## config.mk

```make
export PLATFORM = sky130hd
export DESIGN_NAME = qai_fifo
export DESIGN_NICKNAME = d
export VERILOG_FILES = /design/src/sv/qai_pkg.sv /design/src/sv/qai_fifo.sv
export SDC_FILE = /design/constraint.sdc
export NUM_CORES = 1
export LEC_CHECK = 0
export BUFFER_PORTS_ARGS = -buffer_cell sky130_fd_sc_hd__buf_4
export CAP_MARGIN = 30
export CORE_ASPECT_RATIO = 1.75
export CORE_MARGIN = 2
export CORE_UTILIZATION = 60
export DETAILED_ROUTE_END_ITERATION = 12
export GPL_TIMING_DRIVEN = 0
export HOLD_SLACK_MARGIN = 0.05
export PLACE_DENSITY = 0.85
export SYNTH_ARGS = -nofsm -noshare
export SYNTH_HDL_FRONTEND = slang
export SYNTH_SLANG_ARGS = --single-unit
```

## constraint.sdc

```tcl
create_clock -name i_clk -period 21.3 [get_ports i_clk]
set_input_delay 4.26 -clock i_clk [delete_from_list [all_inputs] [get_ports i_clk]]
set_output_delay 4.26 -clock i_clk [all_outputs]
set_load 0.05 [all_outputs]
```

## src/sv/qai_pkg.sv

```systemverilog
// ============================================================================
// qai_pkg
// Shared types and constants of the quaternion attitude integrate unit.
// ============================================================================
package qai_pkg;

    // Four Q2.30 components, index 0 is w, then x, y, z
    typedef logic [3:0][31:0] t_quat;
    // Three Q8.24 rate components, x, y, z
    typedef logic [2:0][31:0] t_rate;

    // Beat passed from front to back: saturated sum and its squared length
    typedef struct packed {
        t_quat       s;
        logic [63:0] sum_sq;
    } t_item;

    localparam logic [31:0] TIME_STEP_RST = 32'd4294967;

    // Pipeline depths
    localparam int F_STAGES = 10;
    localparam int SQ_STEPS = 32;
    localparam int DV_STEPS = 31;
    localparam int B_STAGES = 1 + SQ_STEPS + 1 + DV_STEPS + 1;

    // Hand-off queue
    localparam int Q_DEPTH = 4;
    localparam int Q_AW    = 2;

    // Hamilton product (0, r) x q: term j of component c is
    // rate[j] * quat[QSEL[c][j]], negated where QNEG[c][j] is set
    localparam logic [1:0] QSEL [4][3] = '{
        '{2'd1, 2'd2, 2'd3},
        '{2'd0, 2'd3, 2'd2},
        '{2'd3, 2'd0, 2'd1},
        '{2'd2, 2'd1, 2'd0}
    };
    localparam logic QNEG [4][3] = '{
        '{1'b1, 1'b1, 1'b1},
        '{1'b0, 1'b0, 1'b1},
        '{1'b1, 1'b0, 1'b0},
        '{1'b0, 1'b1, 1'b0}
    };

endpackage

```

## src/sv/qai_fifo.sv

```systemverilog
// ============================================================================
// qai_fifo
// Short flop queue between the front and back pipelines.
// ============================================================================
module qai_fifo (
    input  logic             i_clk,
    input  logic             i_rst_n,
    input  logic             i_wr,
    input  qai_pkg::t_item   i_wdata,
    output logic             o_full,
    input  logic             i_rd,
    output qai_pkg::t_item   o_rdata,
    output logic             o_empty
);

    qai_pkg::t_item          r_mem [qai_pkg::Q_DEPTH];
    logic [qai_pkg::Q_AW-1:0] r_wptr;
    logic [qai_pkg::Q_AW-1:0] r_rptr;
    logic [qai_pkg::Q_AW:0]   r_cnt;
    logic do_wr;
    logic do_rd;

    assign o_full  = (r_cnt == (qai_pkg::Q_AW+1)'(qai_pkg::Q_DEPTH));
    assign o_empty = (r_cnt == '0);
    assign do_wr   = i_wr && !o_full;
    assign do_rd   = i_rd && !o_empty;
    assign o_rdata = r_mem[r_rptr];

    // pointers and fill count
    always_ff @(posedge i_clk) begin
        if (!i_rst_n) begin
            r_wptr <= '0;
            r_rptr <= '0;
            r_cnt  <= '0;
        end else begin
            if (do_wr) begin
                r_wptr <= r_wptr + 1'b1;
            end
            if (do_rd) begin
                r_rptr <= r_rptr + 1'b1;
            end
            if (do_wr && !do_rd) begin
                r_cnt <= r_cnt + 1'b1;
            end else if (do_rd && !do_wr) begin
                r_cnt <= r_cnt - 1'b1;
            end
        end
    end

    // storage
    always_ff @(posedge i_clk) begin
        if (do_wr) begin
            r_mem[r_wptr] <= i_wdata;
        end
    end

endmodule

```

After elaboration in Yosys (flattened, before gate mapping):

Memory sizes are Yosys's and may differ from the RTL's. A register that Yosys moved wholly into a read port is not among the register bits.
Index checks and enable logic that the tools add are counted.

* register bits: 7
* bits in latches: 0
* bits in writable memories: 768
* memory bits (read-only): 0
* logic and storage cells: 25
* memories kept: 1

* $add $sub $neg: 4
* multipliers: 0
* divide/modulo/power cells: 0
* $lt $le $gt $ge: 0
* equal/unequal tests: 1
* shifts and indexed selects: 0
* muxes and demuxes: 6
* bitwise gates (word level): 0
* reductions and logical operators: 10

Memories
* r_mem: depth 4, width 192, read ports 1, clocked after memory_dff 1, write ports 1, RTL line qai_fifo.sv:16 `qai_pkg::t_item r_mem [qai_pkg::Q_DEPTH];`

Operators by type and width (number)
* 3-bit two-way mux: 2
* 2-bit by 1-bit adder with 2-bit output (second input constant): 2
* 1-bit logical AND: 4
* 1-bit logical NOT: 4
* 2-bit two-way mux: 2
* 3-bit by 1-bit adder with 3-bit output (second input constant): 1
* 3-bit == test (second input constant): 1
* 3-bit logical NOT: 1
* 3-bit by 1-bit subtractor with 3-bit output (second input constant): 1
* 1-bit two-way mux: 2
* 2-bit nonzero test: 1

Longest topological paths before layout:

Gate-level depths: netlist of the first run.

* word-level depth: 7
* gate-level depth with buffers: 9
* depth with buffers taken out: 8

Worst setup path after synthesis of the first run:

No wires, ideal clock.

* path type: input to register
* from: input port i_wr
* to: memory r_mem[0][0] (netlist bit) (enable)
* library setup time: 576 ps
* data arrival time: 9027 ps
* setup slack: 11697 ps
* stages: 3
* path buffers: 1
* cell sequence: nor2b_1 -> clkbuf_1 -> and2_1

* longest elaborated chain between the ends: 3

RTL lines
* start: declaration: RTL line qai_fifo.sv:8 `input logic i_wr,`
* 1-bit logical AND: RTL line qai_fifo.sv:25 `assign do_wr = i_wr && !o_full;`
* named net do_wr: RTL line qai_fifo.sv:20 `logic do_wr;`
* 1-bit two-way mux: RTL line qai_fifo.sv:52 `if (do_wr) begin`
* 1-bit two-way mux (implied by the code): RTL line qai_fifo.sv:53 `r_mem[r_wptr] <= i_wdata;`
* end: declaration: RTL line qai_fifo.sv:16

The timed path passes the listed nets, and every way through them passes these cells.

==> out/metrics.cfg, run 1 <==
[setup_path]
reg2reg_slack_ns=18.53
r2r_end=r_mem[3][138]$_DFFE_PP_
cp_num_buf_inv=3
critPathKind=reg -> out
crit_slowest_cell=clkbuf_1
worstPathRequired_ns=17.04
critical_path.top_delay_family=buffers and inverters
arrival_ns=2.60
crit_chain=clkbuf_1, buf_2, mux4_2, buf_4
worstSetupEndpointType=output port
crit_path_max_incr_delay_ns=0.66
r2r-start=r_cnt[0]$_SDFFE_PN0P_
reg2reg_depth=6
cp_max_fo=10
setup.worst_path.start_class=flop

[clock_tree]
clk_path_buf_depth=3
cts_resized=0
cts-buffers-inserted=66
cts-hold-fix-buffers=0
h-tree-depth=3
tritoncts=built
root_buffer=clkbuf_16
cts.sinks=777
clk_latency_ns=0.58
cts_post_setup_buffers_inserted=0
clk_pin_slew_ns=0.06

[synthesis]
syn_inst=1051
synth_xor_area_share_pct=0.1235
synth_top_family_by_area=multiplexers
ys_types=24
synthAdderAreaFrac_pct=0.2910
ys_seq_area_share_pct=81.90
synth_area_um2=28380
avgSynthCellArea_um2=27.00
synthMuxAreaShare_pct=15.34
ys_ff_latch=777
ys_warn_count=0
synth_nets=1253
yosys.area_share.simple_pct=0.3395
synth-compound-area-share_pct=0.1014

[routing]
num_vias=12860
wl_um=57740
detailedRoute.firstPassIterationCount=5
wl_per_cell_um=26.73
drc=0
vias_per_cell=5.956
first_iter_violations=910
postRouteAntennaNets=0

[run_status]
status=completed

[floorplanning]
coreArea_um2=46770
rows=105
die_h_um=291.7
die_w_um=168.4
die_area_um2=49120
num_io_pins=390
initial_core_util_pct=60.68

[sta]
period_needed_ns=6.860
final.setup.worst_slack_ns=14.44
worst_pin_slew_ns=0.8722
skew_ns=0.02059
fin_tns_setup_ns=0
relSlewSlack_pct=41.85
drv_slew=0
max_freq_mhz=145.8
finalSetupViolCount=0
rsz0062_at_grt=false
min_period_over_period_pct=32.21
hold_viol_final=0

[power]
ir_worst_vdd_mv=0.09365
power_frac_comb_pct=35.8
p_leak_uw=0.01152
fin_total_pwr_uw=4717
powerDensity_nw_per_um2=137.2
clockPowerShare_pct=24.0
power.switching_uw=1623
p_sw_share_pct=34.40
p_int_uw=3094
seqPwrFrac_pct=40.1

[cells_and_area]
post-route-util_pct=73.54
fillers=2531
area_growth_pct=21.19
layout-drive-gt1-share_pct=46.45
fin_nets=1721
fin_area_um2=34390

[global_route]
gr-total-overflow=0
grt_pass1_wl_um=84910
grt_max_degree=60
grt_pass1_vias=14030
grtUsageTotal_pct=23.48
antenna_found_initial=10

[worst_hold_path]
worstHoldPathCells=2
hold_path_end=r_wptr[0]$_SDFFE_PN0P_
min_from=r_wptr[0]$_SDFFE_PN0P_
hp-class=reg -> reg

[place]
dp_hpwl_um=37090
placed_area_um2=32370
numPortBuffers=388
gp_congestion=0.7451
place_ws_ns=14.78

[run]
drv_cap=0

## tightest hold or removal path, delay by kind of cell (launching register included)
kind	cells	cell delay (ns)
flip-flops	1	0.34
multiplexers	1	0.05
AND/OR/NAND/NOR	1	0.07
## worst max path at each step
stage | cells after the start | endpoint | slack, ns
after global placement | 4 | r_mem[0][96]$_DFFE_PP_ | 8.29
final | 4 | o_rdata[167] | 14.44
after detailed placement | 6 | r_mem[3][100]$_DFFE_PP_ | 14.78
after floorplan | 3 | r_mem[0][0]$_DFFE_PP_ | 11.70
after CTS | 4 | o_rdata[139] | 14.35
after global routing | 4 | o_rdata[167] | 14.27
## through the flow
| step | instances | hold slack (ns) |
|---|---|---|
| after floorplan | 1051 | 0.4677 |
| after global placement | 2027 | 0.4828 |
| after detailed placement | 2039 | 0.4896 |
| after CTS | 2151 | 0.5041 |
| after global routing | 2160 | 0.5328 |
| final | 2160 | 0.5028 |
## routing by layer
metal	vias to the layer above	track usage, %	share of wire (%)
li1	5500	-	-
met1	6713	26.84	34
met2	520	41.80	55
met3	129	5.367	6.5
met4	2	11.16	4.5
met5	-	0	0.028
## flip-flops by register name (all words and copies together), names as in the netlist, named ones only
| signal | cells |
|---|---|
| r_cnt | 3 |
| r_mem | 768 |
| r_rptr | 2 |
| r_wptr | 2 |
## power groups by stage
stage               clock (uW)  combinational [uW]  sequential (uW)
floorplan                    0                1210             1940
global placement             0                1660             1970
detailed placement           0                1700             1920
CTS                       1160                1710             1890
global route              1210                1750             1900
finish                    1130                1690             1890
## synth_stat cells
| library cell | count | share of area [%] |
|---|---|---|
| and2_1 | 8 | 0.18 |
| dfxtp_1 | 9 | 0.63 |
| xnor2_1 | 3 | 0.093 |
| buf_6 | 1 | 0.040 |
| a21boi_0 | 1 | 0.026 |
| nand2_1 | 4 | 0.053 |
| buf_4 | 1 | 0.026 |
| o311ai_0 | 1 | 0.031 |
| fa_1 | 1 | 0.071 |
| o31ai_1 | 1 | 0.026 |
| mux4_2 | 192 | 15 |
| xor2_1 | 1 | 0.031 |
| or3_1 | 1 | 0.022 |
| nor3_1 | 1 | 0.018 |
| buf_2 | 18 | 0.32 |
| edfxtp_1 | 768 | 81 |
| ha_1 | 5 | 0.22 |
| o21ai_0 | 1 | 0.018 |
| nor3b_1 | 1 | 0.026 |
| nor2b_1 | 2 | 0.044 |
| mux2i_1 | 3 | 0.11 |
| buf_12 | 20 | 1.4 |
| clkbuf_1 | 5 | 0.066 |
| inv_1 | 3 | 0.040 |
## logic make-up after synthesis
| family | after synthesis |
|---|---|
| muxes | 195 |
| buffers and inverters | 48 |
| DFF | 777 |
| adders and majority gates | 6 |
| xor gates and xnor gates | 4 |
| and+or+nand+nor | 17 |
| AOI/OAI and AO/OA | 4 |
## area by class of cell
cell class | count | area, um^2 | area share (%)
inverter | 3 | 11.26 | 0.03274
buffer | 45 | 528.0 | 1.535
clock buffer | 76 | 1710 | 4.973
tap | 588 | 735.7 | 2.139
sequential | 777 | 23240 | 67.58
timing repair buffer | 400 | 3243 | 9.430
clock inverter | 36 | 292.8 | 0.8513
multi-input combinational | 226 | 4607 | 13.39
antenna | 9 | 22.52 | 0.06548
## layout by cell type (no fill, tap or decap), drive strengths merged, types with 2 or more instances in the layout
master | synthesis | final
diode | 0 | 9
inv | 3 | 7
xnor2 | 3 | 3
mux4 | 192 | 192
and2 | 8 | 8
mux2i | 3 | 3
clkbuf | 5 | 81
edfxtp | 768 | 768
dfxtp | 9 | 9
bufinv | 0 | 4
buf | 40 | 440
nor2b | 2 | 2
clkinvlp | 0 | 4
clkinv | 0 | 24
ha | 5 | 5
nand2 | 4 | 4
No activity file was read; power rests on OpenSTA's default activity.
==> inputs of run 2 (changes only) <==
Settings changed: CORE_UTILIZATION 60 to 57, PLACE_DENSITY 0.85 to 0.81.
Clock period 21.3 ns to 7.1 ns, I/O delays scaled along.
==> out/metrics.cfg, run 2 (synthesized netlist as in run 1, its figures left out) <==
[place]
numPortBuffers=388  ; unchanged
gp_congestion=0.7497  ; +0.62%
dp_hpwl_um=37590  ; +1.3%
place_ws_ns=3.354  ; -11.42 ns
numPlacedInstances=2111  ; +3.5%

[clock_tree]
cts_resized=0  ; unchanged
root_buffer=clkbuf_16
cts-hold-fix-buffers=0  ; unchanged
clk_latency_ns=0.59  ; about the same
clk_path_buf_depth=3  ; unchanged
cts.sinks=777  ; unchanged
h-tree-depth=3  ; unchanged
cts-buffers-inserted=66  ; unchanged
tritoncts=built
cts_post_setup_buffers_inserted=0  ; unchanged
clk_pin_slew_ns=0.07  ; about the same

[power]
power.switching_uw=4905  ; +200%
seqPwrFrac_pct=39.5  ; -0.6 points
ir_worst_vdd_mv=0.3033  ; +220%
power_frac_comb_pct=35.2  ; -0.6 points
powerDensity_nw_per_um2=414.8  ; +200%
p_sw_share_pct=34.09  ; -0.31 points
clockPowerShare_pct=25.3  ; +1.3 points
p_leak_uw=0.01160  ; +0.71%
p_int_uw=9482  ; +210%

[global_route]
grt_pass1_vias=14070  ; +0.26%
grtUsageTotal_pct=22.72  ; -0.76 points
grt_pass1_wl_um=86110  ; +1.4%
gr-total-overflow=0  ; unchanged
antenna_found_initial=12  ; +2
grt_max_degree=58  ; -3.3%

[cells_and_area]
final_cell_mix=edfxtp_1 (768), buf_4 (389), mux4_2 (192)
layout-drive-gt1-share_pct=46.75  ; +0.30 points
post-route-util_pct=70.13  ; -3.4 points
largest_reg_flops=768  ; unchanged
area_growth_pct=22.21
fin_nets=1721  ; unchanged
fillers=2928  ; +16%
regMostFlops=r_mem
stdcell_count=2237  ; +3.6%
top_regs=r_mem x768, r_cnt x3
final_common_cell=edfxtp_1

[sta]
skew_ns=0.03223  ; +0.01164 ns
finalSetupViolCount=0  ; unchanged
final.setup.worst_slack_ns=3.029  ; -11.41 ns
max_freq_mhz=245.7
fin_tns_setup_ns=0  ; unchanged
rsz0062_at_grt=false
hold_viol_final=0  ; unchanged
worst_pin_slew_ns=0.7609  ; -0.1113 ns
relSlewSlack_pct=49.27  ; +7.4 points
period_needed_ns=4.071
min_period_over_period_pct=57.34
drv_slew=0  ; unchanged

[setup_path]
crit_chain=clkbuf_1, buf_2, mux4_2, buf_4
setup.worst_path.start_class=flop
worstPathRequired_ns=5.68  ; -11.36 ns
crit_slowest_cell=clkbuf_1
cp_max_fo=10  ; unchanged
worstSetupEndpointType=output port
critPathKind=reg -> out
crit_path_max_incr_delay_ns=0.58  ; -0.08 ns
arrival_ns=2.65  ; +0.05 ns

[routing]
vias_per_cell=5.727  ; -3.8%
first_iter_violations=922  ; +1.3%
postRouteAntennaNets=0  ; unchanged
drc=0  ; unchanged
wl_um=58330  ; +1.0%
wl_per_cell_um=26.08  ; -2.4%
num_vias=12810  ; -0.41%
detailedRoute.firstPassIterationCount=4  ; -1

[worst_hold_path]
hp-class=reg -> reg

[run_status]
status=completed

[floorplanning]
rows=108  ; +2.9%
die_area_um2=51660  ; +5.2%
num_io_pins=390  ; unchanged
die_h_um=299.2  ; +2.6%
coreArea_um2=49460  ; +5.7%
initial_core_util_pct=57.38  ; -3.3 points
die_w_um=172.7  ; +2.5%

[run]
drv_cap=0  ; unchanged

==> run 2: per-layer routing <==
metal  GRT usage, %  vias to the layer above  part of all wire (%)
li1               -                     5505                     -
met5              0                        -                 0.050
met2          41.80                      509                    56
met3          6.253                      122                   7.4
met1          24.10                     6669                    33
met4          10.67                        6                   3.7
==> run 2: path summary, 6_finish.rpt <==
path                                              from                      end  slack (ns)  depth (start not counted)
worst max-delay path                              flop              o_rdata[25]        3.03                          4
worst min-delay path            r_wptr[0]$_SDFFE_PN0P_   r_wptr[0]$_SDFFE_PN0P_        0.52                          2
worst max register to register   r_cnt[0]$_SDFFE_PN0P_  r_mem[3][148]$_DFFE_PP_        4.29                          6
worst min register to register  r_wptr[0]$_SDFFE_PN0P_   r_wptr[0]$_SDFFE_PN0P_        0.52                          2
==> run 2: final cells by class <==
cell class	count	area (um^2)	share of cell area, %
plain buffers	45	528.0	1.522
clock inverters	38	449.2	1.295
well taps	660	825.8	2.381
multi-input cells	226	4607	13.28
flip-flops and latches	777	23240	67.02
inverters	3	11.26	0.03247
repair buffers	400	3243	9.351
clock buffers	79	1753	5.054
diodes	9	22.52	0.06494
==> run 2: power groups by stage <==
stage | Combinational [uW] | Sequential [uW] | Clock [uW]
finish | 5070 | 5680 | 3630
global route | 5270 | 5710 | 3860
CTS | 5140 | 5680 | 3720
detailed placement | 5100 | 5770 | 0
global placement | 4990 | 5910 | 0
floorplan | 3620 | 5820 | 0
==> run 2: through the flow <==
step / area (um^2) / hold slack (ns) / power (uW)
2_1_floorplan: 28380 / 0.4677 / 9445
3_3_place_gp: 32120 / 0.4839 / 10900
3_5_place_dp: 32460 / 0.5052 / 10880
4_1_cts: 34660 / 0.5144 / 14540
5_1_grt: 34680 / 0.5439 / 14840
6_report: 34680 / 0.5169 / 14390
==> run 2: worst max-delay path: cells and delay by family (launching register included) <==
family	cells	cell delay [ns]
buffers and inverters	3	1.22
DFF	1	0.44
muxes	1	0.39
==> inputs of run 3 (changes only) <==
Settings changed: CORE_UTILIZATION 57 to 51, PLACE_DENSITY 0.81 to 0.77.
Clock period 7.1 ns to 3.45 ns, I/O delays scaled along.
==> out/metrics.cfg, run 3 (synthesized netlist as in run 1, its figures left out) <==
[sta]
period_needed_ns=3.060
min_period_over_period_pct=88.71
relSlewSlack_pct=58.17  ; +8.9 points
finalSetupViolCount=0  ; unchanged
drv_slew=0  ; unchanged
fin_tns_setup_ns=0  ; unchanged
rsz0062_at_grt=false
worst_pin_slew_ns=0.6275  ; -0.1334 ns
hold_viol_final=0  ; unchanged
skew_ns=0.02214  ; -0.01009 ns
max_freq_mhz=326.8
final.setup.worst_slack_ns=0.3896  ; -2.640 ns

[cells_and_area]
seq_area_um2=23240  ; unchanged
final_cell_mix=edfxtp_1 (768), buf_4 (389), mux4_2 (192)
stdcell_count=2280  ; +1.9%
fin_nets=1728  ; +0.41%
fillers=3582  ; +22%
largest_reg_flops=768  ; unchanged
final_common_cell=edfxtp_1
layout-drive-gt1-share_pct=46.86  ; +0.11 points
top_regs=r_mem x768, r_cnt x3
multi_input_area_um2=4607  ; unchanged
post-route-util_pct=63.26  ; -6.9 points
area_growth_pct=22.73
regMostFlops=r_mem

[place]
numPlacedInstances=2152  ; +1.9%
gp_congestion=0.7148  ; -4.7%
dp_hpwl_um=37510  ; -0.22%
numPortBuffers=388  ; unchanged
place_ws_ns=0.4523  ; -2.901 ns

[floorplanning]
rows=114  ; +5.6%
initial_core_util_pct=51.54  ; -5.8 points
die_h_um=316.1  ; +5.6%
die_area_um2=57620  ; +12%
die_w_um=182.3  ; +5.6%
num_io_pins=390  ; unchanged
coreArea_um2=55060  ; +11%

[global_route]
grtUsageTotal_pct=19.71  ; -3.0 points
gr-total-overflow=0  ; unchanged
antenna_found_initial=11  ; -1
grt_max_degree=53  ; -8.6%
grt_pass1_wl_um=83500  ; -3.0%
grt_pass1_vias=13990  ; -0.53%

[routing]
vias_per_cell=5.585  ; -2.5%
postRouteAntennaNets=0  ; unchanged
drc=0  ; unchanged
wl_um=56840  ; -2.6%
wl_per_cell_um=24.93  ; -4.4%
detailedRoute.firstPassIterationCount=8  ; +4
num_vias=12730  ; -0.61%
first_iter_violations=841  ; -8.8%

[power]
powerDensity_nw_per_um2=847.8  ; +100%
p_leak_uw=0.01167  ; +0.57%
fin_total_pwr_uw=29530  ; +110%
ir_worst_vdd_mv=0.6678  ; +120%

[run]
drv_cap=0  ; unchanged

[setup_path]
worstSetupEndpointType=output port
worstPathRequired_ns=2.76  ; -2.92 ns
critPathKind=reg -> out
arrival_ns=2.37  ; -0.28 ns
cp_max_fo=10  ; unchanged
setup.worst_path.start_class=flop

[clock_tree]
tritoncts=built
cts-hold-fix-buffers=0  ; unchanged
root_buffer=clkbuf_16
clk_pin_slew_ns=0.06  ; about the same
h-tree-depth=3  ; unchanged
cts-buffers-inserted=68  ; +3.0%
cts_post_setup_buffers_inserted=0  ; unchanged
cts.sinks=777  ; unchanged
clk_path_buf_depth=3  ; unchanged
cts_resized=1  ; +1
clk_latency_ns=0.59  ; about the same

[worst_hold_path]
hp-class=in -> reg

[run_status]
status=completed

## run 3: cell count changes in the layout (fill, tap and decap cells not counted), sizes merged
cell	previous run	this run
clkinvlp	6	2
clkinv	21	28
diode	9	7
bufinv	8	5
buf	440	445
inv	6	5
clkbuf	84	89
## run 3: per-layer routing
layer | routed length (um) | share of wire, % | track usage, %
met3 | 4304 | 7.6 | 5.903
met1 | 19900 | 35 | 21.74
met2 | 30510 | 54 | 35.29
met4 | 2079 | 3.7 | 8.743
met5 | 49 | 0.086 | 0
## run 3: worst max-delay path: stages (launching register included)
cell	delay [ns]
dfxtp_1	0.35
clkbuf_1	0.31
buf_8	0.20
buf_2	0.30
mux4_2	0.39
buf_4	0.21
## run 3: layout make-up
type	instances	area share [%]
antenna	7	0.05029
multi-input combinational	226	13.23
inverter	3	0.03233
clock inverter	37	0.9987
timing repair buffer	405	9.671
buffer	45	1.520
tap	696	2.500
clock buffer	84	5.267
sequential	777	66.73
## run 3: final timing paths
kind / endpoint / startpoint / slack (ns) / cells after the start
max: o_rdata[136] / flop / 0.39 / 5
min: r_mem[1][87]$_DFFE_PP_ / i_wdata[87] / 0.29 / 1
max reg2reg: r_mem[0][146]$_DFFE_PP_ / r_cnt[0]$_SDFFE_PN0P_ / 0.70 / 7
min reg2reg: r_wptr[1]$_SDFFE_PN0P_ / r_wptr[1]$_SDFFE_PN0P_ / 0.53 / 2
## run 3: per-stage QoR
step                hold WS, ns  instance area (um^2)
finish                   0.2902                 34830
global placement         0.4850                 32170
global route             0.2550                 34830
CTS                      0.2477                 34810
detailed placement       0.5089                 32630
floorplan                0.4677                 28380
## run 3: where the power goes
part | internal [uW] | switching [uW]
Sequential | 11400 | 217
Combinational | 3830 | 6630
Clock | 4180 | 3230
